==> config.mk <==
export PLATFORM = sky130hd
export DESIGN_NAME = keypad_code_lock_top
export DESIGN_NICKNAME = d
export VERILOG_FILES = /design/src/hdl/kcl_pkg.sv /design/src/hdl/kcl_in_reg.sv /design/src/hdl/kcl_engine.sv /design/src/hdl/kcl_out_reg.sv /design/src/hdl/keypad_code_lock_top.sv
export SDC_FILE = /design/constraint.sdc
export NUM_CORES = 1
export LEC_CHECK = 0
export ABC_AREA = 1
export BUFFER_PORTS_ARGS = -buffer_cell sky130_fd_sc_hd__buf_2
export CORE_ASPECT_RATIO = 1.75
export CORE_MARGIN = 5
export CORE_UTILIZATION = 28
export DETAILED_ROUTE_END_ITERATION = 8
export SLEW_MARGIN = 20
export SYNTH_ARGS = -nofsm -noshare
export SYNTH_HDL_FRONTEND = slang
export SYNTH_SLANG_ARGS = --single-unit
==> constraint.sdc <==
create_clock -name i_clk -period 2.21 [get_ports i_clk]
set_input_delay 0.221 -clock i_clk [delete_from_list [all_inputs] [get_ports i_clk]]
set_output_delay 0.221 -clock i_clk [all_outputs]
set_load 0.02 [all_outputs]
==> src/hdl/kcl_pkg.sv <==
// kcl_pkg: shared types, codes and constants of the keypad code lock
// used by every module of the block; depends on nothing
`timescale 1ns / 1ps

package kcl_pkg;

    localparam int KCL_CODE_DIGITS = 6;

    // operation codes carried by an input item
    typedef enum logic [1:0] {
        OP_KEY   = 2'd0,
        OP_OPEN  = 2'd1,
        OP_CLOSE = 2'd2
    } t_op;

    typedef enum logic [3:0] {
        ST_IGNORED = 4'd0,
        ST_DIGIT   = 4'd1,
        ST_ARMED   = 4'd2,
        ST_CHANGED = 4'd3,
        ST_OPENED  = 4'd4,
        ST_ALREADY = 4'd5,
        ST_WRONG   = 4'd6,
        ST_CLEARED = 4'd7,
        ST_CLOSED  = 4'd8
    } t_status;

    localparam logic [7:0] KEY_ZERO  = 8'h30;
    localparam logic [7:0] KEY_NINE  = 8'h39;
    localparam logic [7:0] KEY_EQUAL = 8'h3D;
    localparam logic [7:0] KEY_CHG   = 8'h63;
    localparam logic [7:0] KEY_RST   = 8'h72;

    localparam logic [1:0] SERVO_CLOSED = 2'd1;
    localparam logic [1:0] SERVO_OPEN   = 2'd2;

    typedef struct packed {
        logic [1:0] op;
        logic [7:0] key_code;
        logic       long_press;
    } t_item;

    typedef struct packed {
        t_status    status;
        logic       door_is_open;
        logic [1:0] servo_position;
        logic       change_pending;
        logic [2:0] digits_entered;
    } t_result;

endpackage

==> src/hdl/kcl_in_reg.sv <==
// kcl_in_reg: input register stage holding one accepted key or remote item
// depends on kcl_pkg
`timescale 1ns / 1ps

module kcl_in_reg (
    input  logic          i_clk,
    input  logic          i_rst_n,
    input  logic          i_valid,
    input  kcl_pkg::t_item i_item,
    input  logic          i_take,
    output logic          o_ready,
    output logic          o_valid,
    output kcl_pkg::t_item o_item
);
    import kcl_pkg::*;

    logic  r_valid;
    t_item r_item;

    // free slot, or the held item leaves in this cycle
    assign o_ready = !r_valid || i_take;
    assign o_valid = r_valid;
    assign o_item  = r_item;

    always_ff @(posedge i_clk) begin
        if (!i_rst_n) begin
            r_valid <= 1'b0;
        end else begin
            r_valid <= (i_valid && o_ready) || (r_valid && !i_take);
        end
    end

    always_ff @(posedge i_clk) begin
        if (i_valid && o_ready) begin
            r_item <= i_item;
        end
    end

endmodule

==> src/hdl/kcl_engine.sv <==
// kcl_engine: lock state (code, entry, modes, door) and the per-item decision logic
// depends on kcl_pkg
`timescale 1ns / 1ps

module kcl_engine #(
    parameter int CODE_DIGITS = kcl_pkg::KCL_CODE_DIGITS
) (
    input  logic             i_clk,
    input  logic             i_rst_n,
    input  logic             i_fire,
    input  kcl_pkg::t_item   i_item,
    output kcl_pkg::t_result o_result
);
    import kcl_pkg::*;

    localparam int CW = $clog2(CODE_DIGITS + 1);

    logic [3:0]    r_code  [CODE_DIGITS];
    logic [3:0]    n_code  [CODE_DIGITS];
    logic [3:0]    r_entry [CODE_DIGITS];
    logic [3:0]    n_entry [CODE_DIGITS];
    logic [CW-1:0] r_len, n_len;
    logic [CW-1:0] r_count, n_count;
    logic          r_change, n_change;
    logic          r_door, n_door;
    logic          r_latch, n_latch;

    logic          is_digit;
    logic [3:0]    digit_val;
    logic          match;
    t_status       status;

    assign is_digit  = (i_item.key_code >= KEY_ZERO) && (i_item.key_code <= KEY_NINE);
    assign digit_val = 4'(i_item.key_code - KEY_ZERO);

    // entry equals code in length and in every held digit
    always_comb begin
        match = (r_count == r_len);
        for (int i = 0; i < CODE_DIGITS; i++) begin
            if ((CW'(i) < r_count) && (r_entry[i] != r_code[i])) begin
                match = 1'b0;
            end
        end
    end

    always_comb begin
        n_code   = r_code;
        n_entry  = r_entry;
        n_len    = r_len;
        n_count  = r_count;
        n_change = r_change;
        n_door   = r_door;
        n_latch  = r_latch;
        status   = ST_IGNORED;

        unique case (i_item.op)
            OP_KEY: begin
                n_latch = r_latch | i_item.long_press;
                priority if (is_digit) begin
                    if (r_count < CW'(CODE_DIGITS)) begin
                        for (int i = 0; i < CODE_DIGITS; i++) begin
                            if (r_count == CW'(i)) begin
                                n_entry[i] = digit_val;
                            end
                        end
                        n_count = r_count + 1'b1;
                        status  = ST_DIGIT;
                    end
                end else if (i_item.key_code == KEY_EQUAL) begin
                    if (r_change) begin
                        for (int i = 0; i < CODE_DIGITS; i++) begin
                            if (CW'(i) < r_count) begin
                                n_code[i] = r_entry[i];
                            end
                        end
                        n_len    = r_count;
                        n_change = 1'b0;
                        status   = ST_CHANGED;
                    end else if (match) begin
                        status = r_door ? ST_ALREADY : ST_OPENED;
                        n_door = 1'b1;
                    end else begin
                        status = ST_WRONG;
                    end
                    n_count = '0;
                end else if (i_item.key_code == KEY_CHG) begin
                    n_change = 1'b1;
                    status   = ST_ARMED;
                end else if (i_item.key_code == KEY_RST) begin
                    // code reset needs a latched long press; entry count stays
                    if (n_latch) begin
                        for (int i = 0; i < CODE_DIGITS; i++) begin
                            n_code[i]  = 4'd0;
                            n_entry[i] = 4'd0;
                        end
                        n_len   = CW'(CODE_DIGITS);
                        n_latch = 1'b0;
                        status  = ST_CLEARED;
                    end
                end else begin
                    // unknown key
                    status = ST_IGNORED;
                end
            end
            OP_OPEN: begin
                n_door = 1'b1;
                status = ST_OPENED;
            end
            OP_CLOSE: begin
                n_door = 1'b0;
                status = ST_CLOSED;
            end
            default: begin
                status = ST_IGNORED;
            end
        endcase

        o_result.status         = status;
        o_result.door_is_open   = n_door;
        o_result.servo_position = n_door ? SERVO_OPEN : SERVO_CLOSED;
        o_result.change_pending = n_change;
        o_result.digits_entered = 3'(n_count);
    end

    for (genvar g = 0; g < CODE_DIGITS; g++) begin : g_code
        localparam logic [3:0] RST_DIGIT = 4'((g + 1) % 10);
        always_ff @(posedge i_clk) begin
            if (!i_rst_n) begin
                r_code[g] <= RST_DIGIT;
            end else if (i_fire) begin
                r_code[g] <= n_code[g];
            end
        end
    end

    always_ff @(posedge i_clk) begin
        if (i_fire) begin
            r_entry <= n_entry;
        end
    end

    always_ff @(posedge i_clk) begin
        if (!i_rst_n) begin
            r_len    <= CW'(CODE_DIGITS);
            r_count  <= '0;
            r_change <= 1'b0;
            r_door   <= 1'b0;
            r_latch  <= 1'b0;
        end else if (i_fire) begin
            r_len    <= n_len;
            r_count  <= n_count;
            r_change <= n_change;
            r_door   <= n_door;
            r_latch  <= n_latch;
        end
    end

`ifndef SYNTHESIS
    a_count_bound: assert property (@(posedge i_clk) disable iff (!i_rst_n)
        (r_count <= CW'(CODE_DIGITS)) && (r_len <= CW'(CODE_DIGITS)))
        else $error("entry count or code length beyond digit capacity");

    a_equal_clears: assert property (@(posedge i_clk) disable iff (!i_rst_n)
        (i_fire && (i_item.op == OP_KEY) && (i_item.key_code == KEY_EQUAL))
        |=> (r_count == '0))
        else $error("entry not cleared after end of entry");

    a_digit_counts: assert property (@(posedge i_clk) disable iff (!i_rst_n)
        (i_fire && (i_item.op == OP_KEY) && is_digit && (r_count < CW'(CODE_DIGITS)))
        |=> (r_count == $past(r_count) + 1'b1))
        else $error("digit taken without count advance");

    a_close_shuts: assert property (@(posedge i_clk) disable iff (!i_rst_n)
        (i_fire && (i_item.op == OP_CLOSE)) |=> !r_door)
        else $error("door still open after remote close");

    a_reset_consumes: assert property (@(posedge i_clk) disable iff (!i_rst_n)
        (i_fire && (o_result.status == ST_CLEARED)) |=> (!r_latch && (r_len == CW'(CODE_DIGITS))))
        else $error("code reset left latch set or wrong length");
`endif

endmodule

==> src/hdl/kcl_out_reg.sv <==
// kcl_out_reg: result register toward the receiver, frees itself when the item is taken
// depends on kcl_pkg
`timescale 1ns / 1ps

module kcl_out_reg (
    input  logic             i_clk,
    input  logic             i_rst_n,
    input  logic             i_load,
    input  kcl_pkg::t_result i_result,
    input  logic             i_ready,
    output logic             o_free,
    output logic             o_valid,
    output kcl_pkg::t_result o_result
);
    import kcl_pkg::*;

    logic    r_valid;
    t_result r_result;

    assign o_free   = !r_valid || i_ready;
    assign o_valid  = r_valid;
    assign o_result = r_result;

    always_ff @(posedge i_clk) begin
        if (!i_rst_n) begin
            r_valid <= 1'b0;
        end else begin
            r_valid <= i_load || (r_valid && !i_ready);
        end
    end

    always_ff @(posedge i_clk) begin
        if (i_load) begin
            r_result <= i_result;
        end
    end

endmodule

==> src/hdl/keypad_code_lock_top.sv <==
// Keypad code lock. Input channel i_valid/o_ready carries one event per item:
// i_op 0 is a key press (i_key_code ASCII, i_long_press held-long flag),
// 1 a remote open, 2 a remote close. Output channel o_valid/i_ready returns
// exactly one result item per event: status code, door flag, servo position,
// change-pending flag and number of digits held in the entry.
// An accepted event sits in the input register while the decision logic feeds
// the result register, which loads the result once it is free.
// Throughput: one event per cycle while the receiver takes results; the
// whole decision (six-digit compare or copy) is combinational between the
// two registers.
// Reset (synchronous, i_rst_n low): code 1 2 3 4 5 6 of full length, entry
// empty, change mode off, door closed, long-press latch clear, both channels
// empty. The block is ready as soon as reset is released.
// When the receiver stalls the result register holds; one more event waits
// in the input register, after which o_ready drops until i_ready returns.
// Depends on kcl_pkg, kcl_in_reg, kcl_engine and kcl_out_reg.
`timescale 1ns / 1ps

module keypad_code_lock_top #(
    parameter int CODE_DIGITS = kcl_pkg::KCL_CODE_DIGITS
) (
    input  logic       i_clk,
    input  logic       i_rst_n,
    input  logic       i_valid,
    output logic       o_ready,
    input  logic [1:0] i_op,
    input  logic [7:0] i_key_code,
    input  logic       i_long_press,
    output logic       o_valid,
    input  logic       i_ready,
    output logic [3:0] o_status,
    output logic       o_door_is_open,
    output logic [1:0] o_servo_position,
    output logic       o_change_pending,
    output logic [2:0] o_digits_entered
);
    import kcl_pkg::*;

    t_item   in_item;
    t_item   held_item;
    logic    held_valid;
    logic    out_free;
    logic    fire;
    t_result next_result;
    t_result out_result;

    assign in_item.op         = i_op;
    assign in_item.key_code   = i_key_code;
    assign in_item.long_press = i_long_press;

    // the held item is processed when the result register can take its result
    assign fire = held_valid && out_free;

    kcl_in_reg u_in_reg (
        .i_clk   (i_clk),
        .i_rst_n (i_rst_n),
        .i_valid (i_valid),
        .i_item  (in_item),
        .i_take  (fire),
        .o_ready (o_ready),
        .o_valid (held_valid),
        .o_item  (held_item)
    );

    kcl_engine #(
        .CODE_DIGITS (CODE_DIGITS)
    ) u_engine (
        .i_clk    (i_clk),
        .i_rst_n  (i_rst_n),
        .i_fire   (fire),
        .i_item   (held_item),
        .o_result (next_result)
    );

    kcl_out_reg u_out_reg (
        .i_clk    (i_clk),
        .i_rst_n  (i_rst_n),
        .i_load   (fire),
        .i_result (next_result),
        .i_ready  (i_ready),
        .o_free   (out_free),
        .o_valid  (o_valid),
        .o_result (out_result)
    );

    assign o_status         = out_result.status;
    assign o_door_is_open   = out_result.door_is_open;
    assign o_servo_position = out_result.servo_position;
    assign o_change_pending = out_result.change_pending;
    assign o_digits_entered = out_result.digits_entered;

endmodule
==> impl_metrics.csv, run 1 <==
group,metric,value,unit
floorplan,start_util,0.282,
clock_tree,cts.sinks,80,
floorplan,boundaryPins,28,
yosys,synth_fa_ha_area_frac,0.00901,
yosys,synth_top_family_by_area,"simple AND/OR/NAND/NOR gates",
yosys,netlist_area,4160,um2
sta,setup_viol,0,
clock_tree,path_clk_slew,60,ps
placement,portBuffers,27,
yosys,ys_warn_count,0,
drt,via_count,3354,
floorplan,rows,59,
global_routing,grt_pass1_wl,15900,um
yosys,synth_simple_gate_area_frac,0.292,
critical_path,cp_data_arrival_time,2020,ps
global_routing,gr-total-overflow,0,
clock_tree,ctsHoldBuffers,0,
power,p_per_area,715,nW/um2
clock_tree,cts_resized,0,
cells_and_area,drive_gt1_frac,0.166,
sta,period_needed,2040,ps
yosys,synth_cells,515,
drt,drt_drc_violations_left,0,
global_routing,antenna_found_initial,0,
cells_and_area,layout.nets,573,
sta,hold_viol_final,0,
drt,wl_per_cell,13.2,um
sta,worst_slew_margin_rel,0.415,
drt,wirelength,9820,um
clock_tree,clockRootBuffer,"clkbuf_16",
placement,dp_hpwl,7670,um
yosys,synth_xor_area_frac,0.0168,
run,maxCapViolCount,0,
sta,fin_skew,5.82,ps
cells_and_area,final_util,0.330,
floorplan,die_area,17500,um2
sta,fmax,491,MHz
status,status,"completed",
hold_path,worstHoldPathType,"in -> reg",
yosys,synth.net_count,533,
global_routing,grt_max_degree,23,
clock_tree,htreeDepth,3,
global_routing,track_usage,0.119,
yosys,ys_ff_latch,80,
clock_tree,clockBufferDepth,2,
sta,tns,0,ps
drt,dr.pass1.iters,4,
drt,viasPerCell,4.51,
critical_path,crit_fanout,13,
drt,drt_first_iter_violations,166,
critical_path,cp-start-kind,"register",
critical_path,cp-end-kind,"register",
critical_path,ff2ff_path_depth,7,
cells_and_area,insertedDiodeCount,0,
sta,slew_viol_final,0,
sta,grt_setup_unrepaired,"false",
placement,routabilityCongestion,0.849,
clock_tree,postCtsSetupRepairBufs,0,
sta,period_share,0.922,
power,power,3.49,mW
clock_tree,clk_latency,340,ps
clock_tree,cts_tree,"yes",
power,p_leak,2.17,nW
power,vdd_drop_max,479,uV
critical_path,cp.required,2190,ps
clock_tree,cts_buffers,9,
global_routing,grt_pass1_vias,3321,
sta,worst_pin_slew,877,ps
yosys,synth_mux_area_frac,0,
yosys,syn_avg_cell_area,8.09,um2
critical_path,crit_type,"reg -> reg",
yosys,yosys.cell_types.count,39,
drt,ant_nets,0,
yosys,synth_compound_area_frac,0.0919,
floorplan,die_w,102,um
yosys,synth_seq_area_share,0.493,
floorplan,coreArea,14800,um2
hold_path,whs_path_depth,1,
cells_and_area,syn2layout_area_growth,17.0,%
floorplan,die_y,171,um
through the flow:
step           hold WS (ps)  std cells  setup WS, ps  cell area (um2)
2_1_floorplan           320        515           324             4160
3_3_place_gp            397        727           217             4550
3_5_place_dp            399        727           189             4550
4_1_cts                44.5        743           145             4870
5_1_grt                49.5        743          6.12             4870
6_report               53.9        743           173             4870
flip-flops by register name, indices dropped and copies added, names as in the netlist, 3 cells and up:
signal / cells
u_out_reg.o_result: 10
u_engine.r_len: 3
u_engine.r_count: 3
u_engine.r_code: 24
u_in_reg.o_item: 11
u_engine.r_entry: 24
worst max-delay path: stages (launching register included):
cell,delay (ps)
edfxtp_1,470
nand2_2,140
nor2_1,60
nand2_1,110
nand2_1,150
nand2_4,200
nand2_1,120
a21oi_1,420
logic make-up (layout without fill, tap and decap cells):
| kind of cell | Yosys count | after routing |
|---|---|---|
| and+or+nand+nor | 260 | 260 |
| buffers and inverters | 98 | 143 |
| DFF | 80 | 80 |
| AOI/OAI and AO/OA | 66 | 66 |
| xor gates and xnor gates | 8 | 8 |
| adders and majority gates | 3 | 3 |
worst paths after layout:
kind | from | end | slack (ps)
max | u_in_reg.o_item[1]$_DFFE_PP_ | u_engine.r_entry[19]$_SDFFCE_PN0P_ | 170
min | i_key_code[0] | u_in_reg.o_item[1]$_DFFE_PP_ | 50
max reg2reg | u_in_reg.o_item[1]$_DFFE_PP_ | u_engine.r_entry[19]$_SDFFCE_PN0P_ | 170
min reg2reg | u_in_reg.o_valid$_SDFF_PN0_ | u_out_reg.o_valid$_SDFF_PN0_ | 470
cells in the mapped netlist, drive strengths merged:
| cell type | n | area (um2) |
|---|---|---|
| nand3 | 30 | 180 |
| nor2 | 70 | 334 |
| inv | 86 | 328 |
| xnor2 | 6 | 52.6 |
| nand3b | 1 | 20.0 |
| dlygate4sd3 | 1 | 10.0 |
| nand4 | 9 | 56.3 |
| a21oi | 24 | 124 |
| clkinv | 2 | 12.5 |
| clkbuf | 4 | 15.0 |
| xor2 | 2 | 17.5 |
| a311oi | 1 | 8.76 |
| edfxtp | 45 | 1350 |
| nor3 | 1 | 5.00 |
| ha | 3 | 37.5 |
| a21o | 1 | 7.51 |
| o211ai | 7 | 52.6 |
| buf | 5 | 40.0 |
| a31oi | 3 | 18.8 |
| a21boi | 1 | 18.8 |
| o21ai | 29 | 153 |
| dfxtp | 35 | 701 |
| nand2 | 149 | 621 |
power by group:
group	switching [mW]	internal, mW	leakage, nW
sequential	0.0268	1.61	0.728
clock	0.600	0.990	0.156
combinational	0.182	0.0801	1.28
layout by cell type (no fill, tap or decap), types with 6 or more instances in the layout:
master	n
a21oi_1	23
nor2_4	7
buf_2	27
inv_1	79
nor2_1	61
buf_4	12
nand2_1	136
dfxtp_1	35
o21ai_0	23
inv_2	6
nand4_1	9
nand2_2	9
xnor2_1	6
o211ai_1	7
nand3_1	27
edfxtp_1	45
clkbuf_16	9
cell type report:
cell class | count | area [um2]
inverter | 88 | 340
timing repair buffer | 39 | 225
clock inverter | 7 | 95.1
clock buffer | 9 | 225
fill | 1566 | 9890
multi-input combinational | 337 | 1710
sequential | 80 | 2050
tap | 183 | 229
per-layer routing:
metal	part of all wire	global-route usage	wire, um	up-vias
li1	-	-	-	1719
met1	0.35	0.110	3440	1543
met2	0.59	0.240	5790	71
met3	0.029	0.0170	286	21
met4	0.031	0.0623	309	0
met5	0	0	0	-
Note: power is estimated with default switching activity, not from simulation.
==> run 2: changes to the inputs <==
Settings changed: CORE_ASPECT_RATIO 1.75 to 0.5.
Clock period 2.21 ns to 2.5 ns, I/O delays scaled along.
==> impl_metrics.csv, run 2 (synthesis gave the netlist of run 1 again) <==
group,metric,value,unit
hold_path,hold_path.startpoint,"i_op[1]",
global_routing,busiest_layer,"met2",
global_routing,met2_usage,0.188,
critical_path,cp_data_arrival_time,2040,ps
power,p_leak,2.10,nW
sta,fin_skew,4.72,ps
drt,wl_per_cell,12.3,um
critical_path,r2r-start,"u_in_reg.o_item[4]$_DFFE_PP_",
global_routing,grt_max_degree,23,
placement,portBuffers,27,
floorplan,boundaryPins,28,
status,status,"completed",
floorplan,coreArea,14500,um2
global_routing,grt_pass1_vias,3028,
clock_tree,cts_resized,0,
clock_tree,clockRootBuffer,"clkbuf_16",
global_routing,antenna_found_initial,0,
sta,slew_viol_final,0,
global_routing,met3_usage,0.0189,
clock_tree,path_clk_slew,60,ps
critical_path,cp.required,2500,ps
critical_path,slowest_delay,430,ps
sta,worst_pin_slew,880,ps
cells_and_area,final_cell_mix,"136 x nand2_1, 79 x inv_1, 61 x nor2_1, 45 x edfxtp_1, 35 x dfxtp_1",
critical_path,path_depth,8,
hold_path,whs_path_depth,1,
cells_and_area,fillers,1543,
floorplan,die_area,17600,um2
global_routing,gr-total-overflow,0,
cells_and_area,drive_gt1_frac,0.150,
sta,setup_slack,461,ps
cells_and_area,postLayoutCellArea,4780,um2
critical_path,cp_num_buf_inv,1,
clock_tree,clockBufferDepth,2,
clock_tree,cts_tree,"yes",
power,p_per_area,595,nW/um2
floorplan,rows,31,
critical_path,crit_type,"reg -> reg",
floorplan,die_y,96.2,um
clock_tree,postCtsSetupRepairBufs,0,
placement,dp_slack,484,ps
critical_path,crit_slowest_cell,"edfxtp_1",
sta,whs,94.5,ps
drt,viasPerCell,4.44,
clock_tree,ctsHoldBuffers,0,
sta,worst_slew_margin_rel,0.413,
sta,hold_viol_final,0,
sta,fmax,491,MHz
global_routing,grt_pass1_wl,15300,um
critical_path,crit_fanout,5,
critical_path,cp-end-kind,"register",
power,vdd_drop_max,352,uV
sta,period_needed,2040,ps
floorplan,die_w,182,um
clock_tree,htreeDepth,3,
critical_path,crit_family,"simple AND/OR/NAND/NOR gates",
critical_path,cpMostUsedCell,"nor2_1",
floorplan,start_util,0.287,
drt,drt_first_iter_violations,216,
cells_and_area,syn2layout_area_growth,14.8,%
run,maxCapViolCount,0,
drt,ant_nets,0,
cells_and_area,insertedDiodeCount,0,
placement,placed_cell_area,4510,um2
sta,period_share,0.815,
sta,setup_viol,0,
cells_and_area,layout.nets,565,
clock_tree,cts.sinks,80,
clock_tree,clk_latency,330,ps
drt,wirelength,9200,um
critical_path,cp-start-kind,"register",
sta,tns,0,ps
cells_and_area,final_common_cell,"nand2_1",
placement,routabilityCongestion,0.824,
hold_path,worstHoldPathType,"in -> reg",
critical_path,crit_chain,"inv_1, nand2_1, nor2_1, nand2_1, nor2_1, o21ai_2, nand3b_4, nor2_1",
sta,grt_setup_unrepaired,"false",
drt,dr.pass1.iters,5,
critical_path,startpoint,"u_in_reg.o_item[4]$_DFFE_PP_",
critical_path,ff2ff_path_depth,8,
global_routing,grtUsageMet1,0.143,
drt,via_count,3328,
clock_tree,cts_buffers,9,
drt,drt_drc_violations_left,0,
global_routing,track_usage,0.109,
placement,dp_hpwl,6840,um
[run 2: cell count changes in the layout (fill, tap and decap cells not counted), sizes merged]
cell      delta
inv          -1
clkbuf       +2
bufinv       -2
buf          -8
clkinvlp     +1
[run 2: worst paths after layout]
kind | slack (ps) | end
setup reg to reg | 460 | u_engine.r_entry[5]$_SDFFCE_PN0P_
hold / removal | 90 | u_in_reg.o_item[10]$_DFFE_PP_
hold reg to reg | 470 | u_out_reg.o_valid$_SDFF_PN0_
setup / recovery | 460 | u_engine.r_entry[5]$_SDFFCE_PN0P_
[run 2: worst reg2reg max path, cell delays in order, from the launching register on]
cell,delay (ps)
edfxtp_1,430
inv_1,130
nand2_1,80
nor2_1,180
nand2_1,130
nor2_1,170
o21ai_2,90
nand3b_4,190
nor2_1,310
[run 2: area by class of cell]
type                            count  area, um2  share of cell area
Sequential cell                    80       2050               0.429
Multi-Input combinational cell    337       1710               0.357
Timing Repair Buffer               31        165              0.0346
Clock inverter                      5       33.8             0.00707
Tap cell                          198        248              0.0518
Clock buffer                       11        233              0.0487
Inverter                           88        340              0.0712
[run 2: power breakdown]
part	internal [mW]	total, mW	switching [mW]
Sequential	1.42	1.45	0.0264
Combinational	0.0640	0.220	0.156
Clock	0.671	1.18	0.507
Total	2.16	2.84	0.689
[run 2: routing by layer]
layer,vias up,routed length [um]
met5,-,0
li1,1702,-
met4,0,88
met3,12,389
met1,1530,4500
met2,84,4220
[run 2: metrics by stage]
step	power, mW	instances	util
after CTS	2.87	750	0.329
final	2.84	750	0.329
after global routing	2.96	750	0.329
after detailed placement	1.70	734	0.311
after floorplan	1.63	515	-
after global placement	1.69	734	0.311
==> run 3: changes to the inputs <==
Clock period 2.5 ns to 2 ns, I/O delays scaled along.
==> impl_metrics.csv, run 3 (synthesis gave the netlist of run 1 again) <==
group,metric,value,unit
cells_and_area,final_common_cell,"nand2_1",
cells_and_area,layout.nets,589,
power,switchingPower,880,uW
clock_tree,cts_buffers,9,
global_routing,antenna_found_initial,0,
critical_path,crit_slowest_cell,"edfxtp_1",
sta,slew_viol_final,0,
hold_path,worstHoldPathType,"in -> reg",
global_routing,busiest_layer,"met2",
critical_path,ff2ff_path_depth,8,
cells_and_area,syn2layout_area_growth,21.8,%
status,status,"completed",
global_routing,grt_pass1_vias,3130,
floorplan,boundaryPins,28,
drt,wl_per_cell,12.3,um
sta,hold_viol_final,0,
clock_tree,clockRootBuffer,"clkbuf_16",
critical_path,cpMostUsedCell,"nand2_1",
cells_and_area,drive_gt1_frac,0.196,
power,power_frac_comb,0.079,
sta,period_needed,1880,ps
power,clock_power_share,0.472,
critical_path,critPathCapture,"u_engine.r_entry[21]$_SDFFCE_PN0P_",
critical_path,cp-end-kind,"register",
cells_and_area,final_util,0.350,
placement,portBuffers,27,
critical_path,crit_family,"simple AND/OR/NAND/NOR gates",
drt,via_count,3352,
critical_path,cp_num_buf_inv,0,
floorplan,die_w,182,um
cells_and_area,insertedDiodeCount,0,
drt,drt_drc_violations_left,0,
clock_tree,ctsHoldBuffers,0,
run,maxCapViolCount,0,
drt,dr.pass1.iters,4,
sta,worst_pin_slew,566,ps
sta,setup_viol,0,
floorplan,die_y,96.2,um
placement,dp_hpwl,7000,um
sta,period_share,0.938,
critical_path,crit_type,"reg -> reg",
floorplan,coreArea,14500,um2
global_routing,met3_usage,0.0204,
clock_tree,clk_latency,340,ps
critical_path,startpoint,"u_in_reg.o_item[6]$_DFFE_PP_",
power,seqPwrFrac,0.449,
critical_path,crit_fanout,5,
sta,fin_skew,9.24,ps
cells_and_area,fillers,1506,
sta,grt_setup_unrepaired,"true",
power,sw_frac_of_total,0.219,
critical_path,slowest_delay,410,ps
power,p_leak,2.26,nW
floorplan,start_util,0.287,
floorplan,die_area,17600,um2
hold_path,whs_path_depth,1,
sta,fmax,533,MHz
clock_tree,cts.sinks,80,
critical_path,cp-start-kind,"register",
drt,wirelength,9490,um
clock_tree,cts_tree,"yes",
global_routing,met2_usage,0.191,
global_routing,gr-total-overflow,0,
critical_path,path_depth,8,
clock_tree,clockBufferDepth,2,
drt,viasPerCell,4.33,
critical_path,r2r_slack,120,ps
cells_and_area,final_cell_mix,"136 x nand2_1, 79 x inv_1, 56 x nor2_1, 45 x edfxtp_1, 35 x dfxtp_1",
critical_path,cp_data_arrival_time,1900,ps
global_routing,track_usage,0.111,
global_routing,grt_pass1_wl,15200,um
placement,routabilityCongestion,0.824,
global_routing,grt_max_degree,17,
critical_path,r2r-start,"u_in_reg.o_item[6]$_DFFE_PP_",
critical_path,cp.required,2020,ps
power,p_per_area,793,nW/um2
global_routing,grtUsageMet1,0.138,
power,p_int,3.14,mW
sta,tns,0,ps
sta,worst_slew_margin_rel,0.622,
critical_path,crit_chain,"nand2_2, nor2_1, nand2_1, nand2_1, a21boi_4, o21ai_2, nand3b_4, nor2_2",
power,vdd_drop_max,460,uV
clock_tree,path_clk_slew,60,ps
drt,drt_first_iter_violations,230,
drt,ant_nets,0,
clock_tree,htreeDepth,3,
critical_path,timing.rr.end,"u_engine.r_entry[21]$_SDFFCE_PN0P_",
floorplan,rows,31,
## run 3: worst reg2reg max path: stages, from the launching register on
cell	delay, ps
edfxtp_1	410
nand2_2	170
nor2_1	60
nand2_1	70
nand2_1	100
a21boi_4	210
o21ai_2	90
nand3b_4	220
nor2_2	230
## run 3: area by class of cell
class                      instances  area, um2  area share
clock inverter                     5        103      0.0202
sequential                        80       2050       0.404
timing repair buffer              55        365      0.0720
tap                              198        248      0.0488
clock buffer                      11        243      0.0478
multi-input combinational        337       1720       0.340
inverter                          88        340      0.0671
## run 3: worst min-delay path by stage
stage | endpoint | startpoint
after floorplan | u_in_reg.o_item[0]$_DFFE_PP_ | i_long_press
after global placement | u_in_reg.o_item[2]$_DFFE_PP_ | i_key_code[1]
after detailed placement | u_in_reg.o_item[4]$_DFFE_PP_ | i_key_code[3]
after CTS | u_in_reg.o_item[2]$_DFFE_PP_ | i_key_code[1]
after global routing | u_in_reg.o_item[1]$_DFFE_PP_ | i_key_code[0]
final | u_in_reg.o_item[1]$_DFFE_PP_ | i_key_code[0]
## run 3: what timing repair did
item | 4_1_cts | 5_1_grt
resized for setup | 0 | 8
setup endpoints to repair | 0 | 27
buffers inserted | 0 | 8
## run 3: stage by stage
stage	hold WS (ps)	area, um2	instances	setup slack, ps	power [mW]
2_1_floorplan	299	4160	515	114	2.03
3_3_place_gp	377	4630	750	114	2.14
3_5_place_dp	378	4630	750	83.0	2.14
4_1_cts	26.5	4980	766	67.5	4.03
5_1_grt	22.1	5070	774	-49.1	4.16
6_report	40.6	5070	774	123	4.02
## run 3: routing by layer
layer	vias to the layer above	part of all wire
met1	1521	0.47
met5	-	0
met4	0	0.018
met2	65	0.47
met3	15	0.042
li1	1751	-
## run 3: power by group through the flow
stage / combinational [mW] / clock [mW] / sequential (mW)
5_1_grt: 0.348 / 2.01 / 1.81
3_3_place_gp: 0.296 / 0 / 1.84
3_5_place_dp: 0.299 / 0 / 1.84
6_report: 0.319 / 1.90 / 1.81
2_1_floorplan: 0.188 / 0 / 1.84
4_1_cts: 0.300 / 1.93 / 1.81
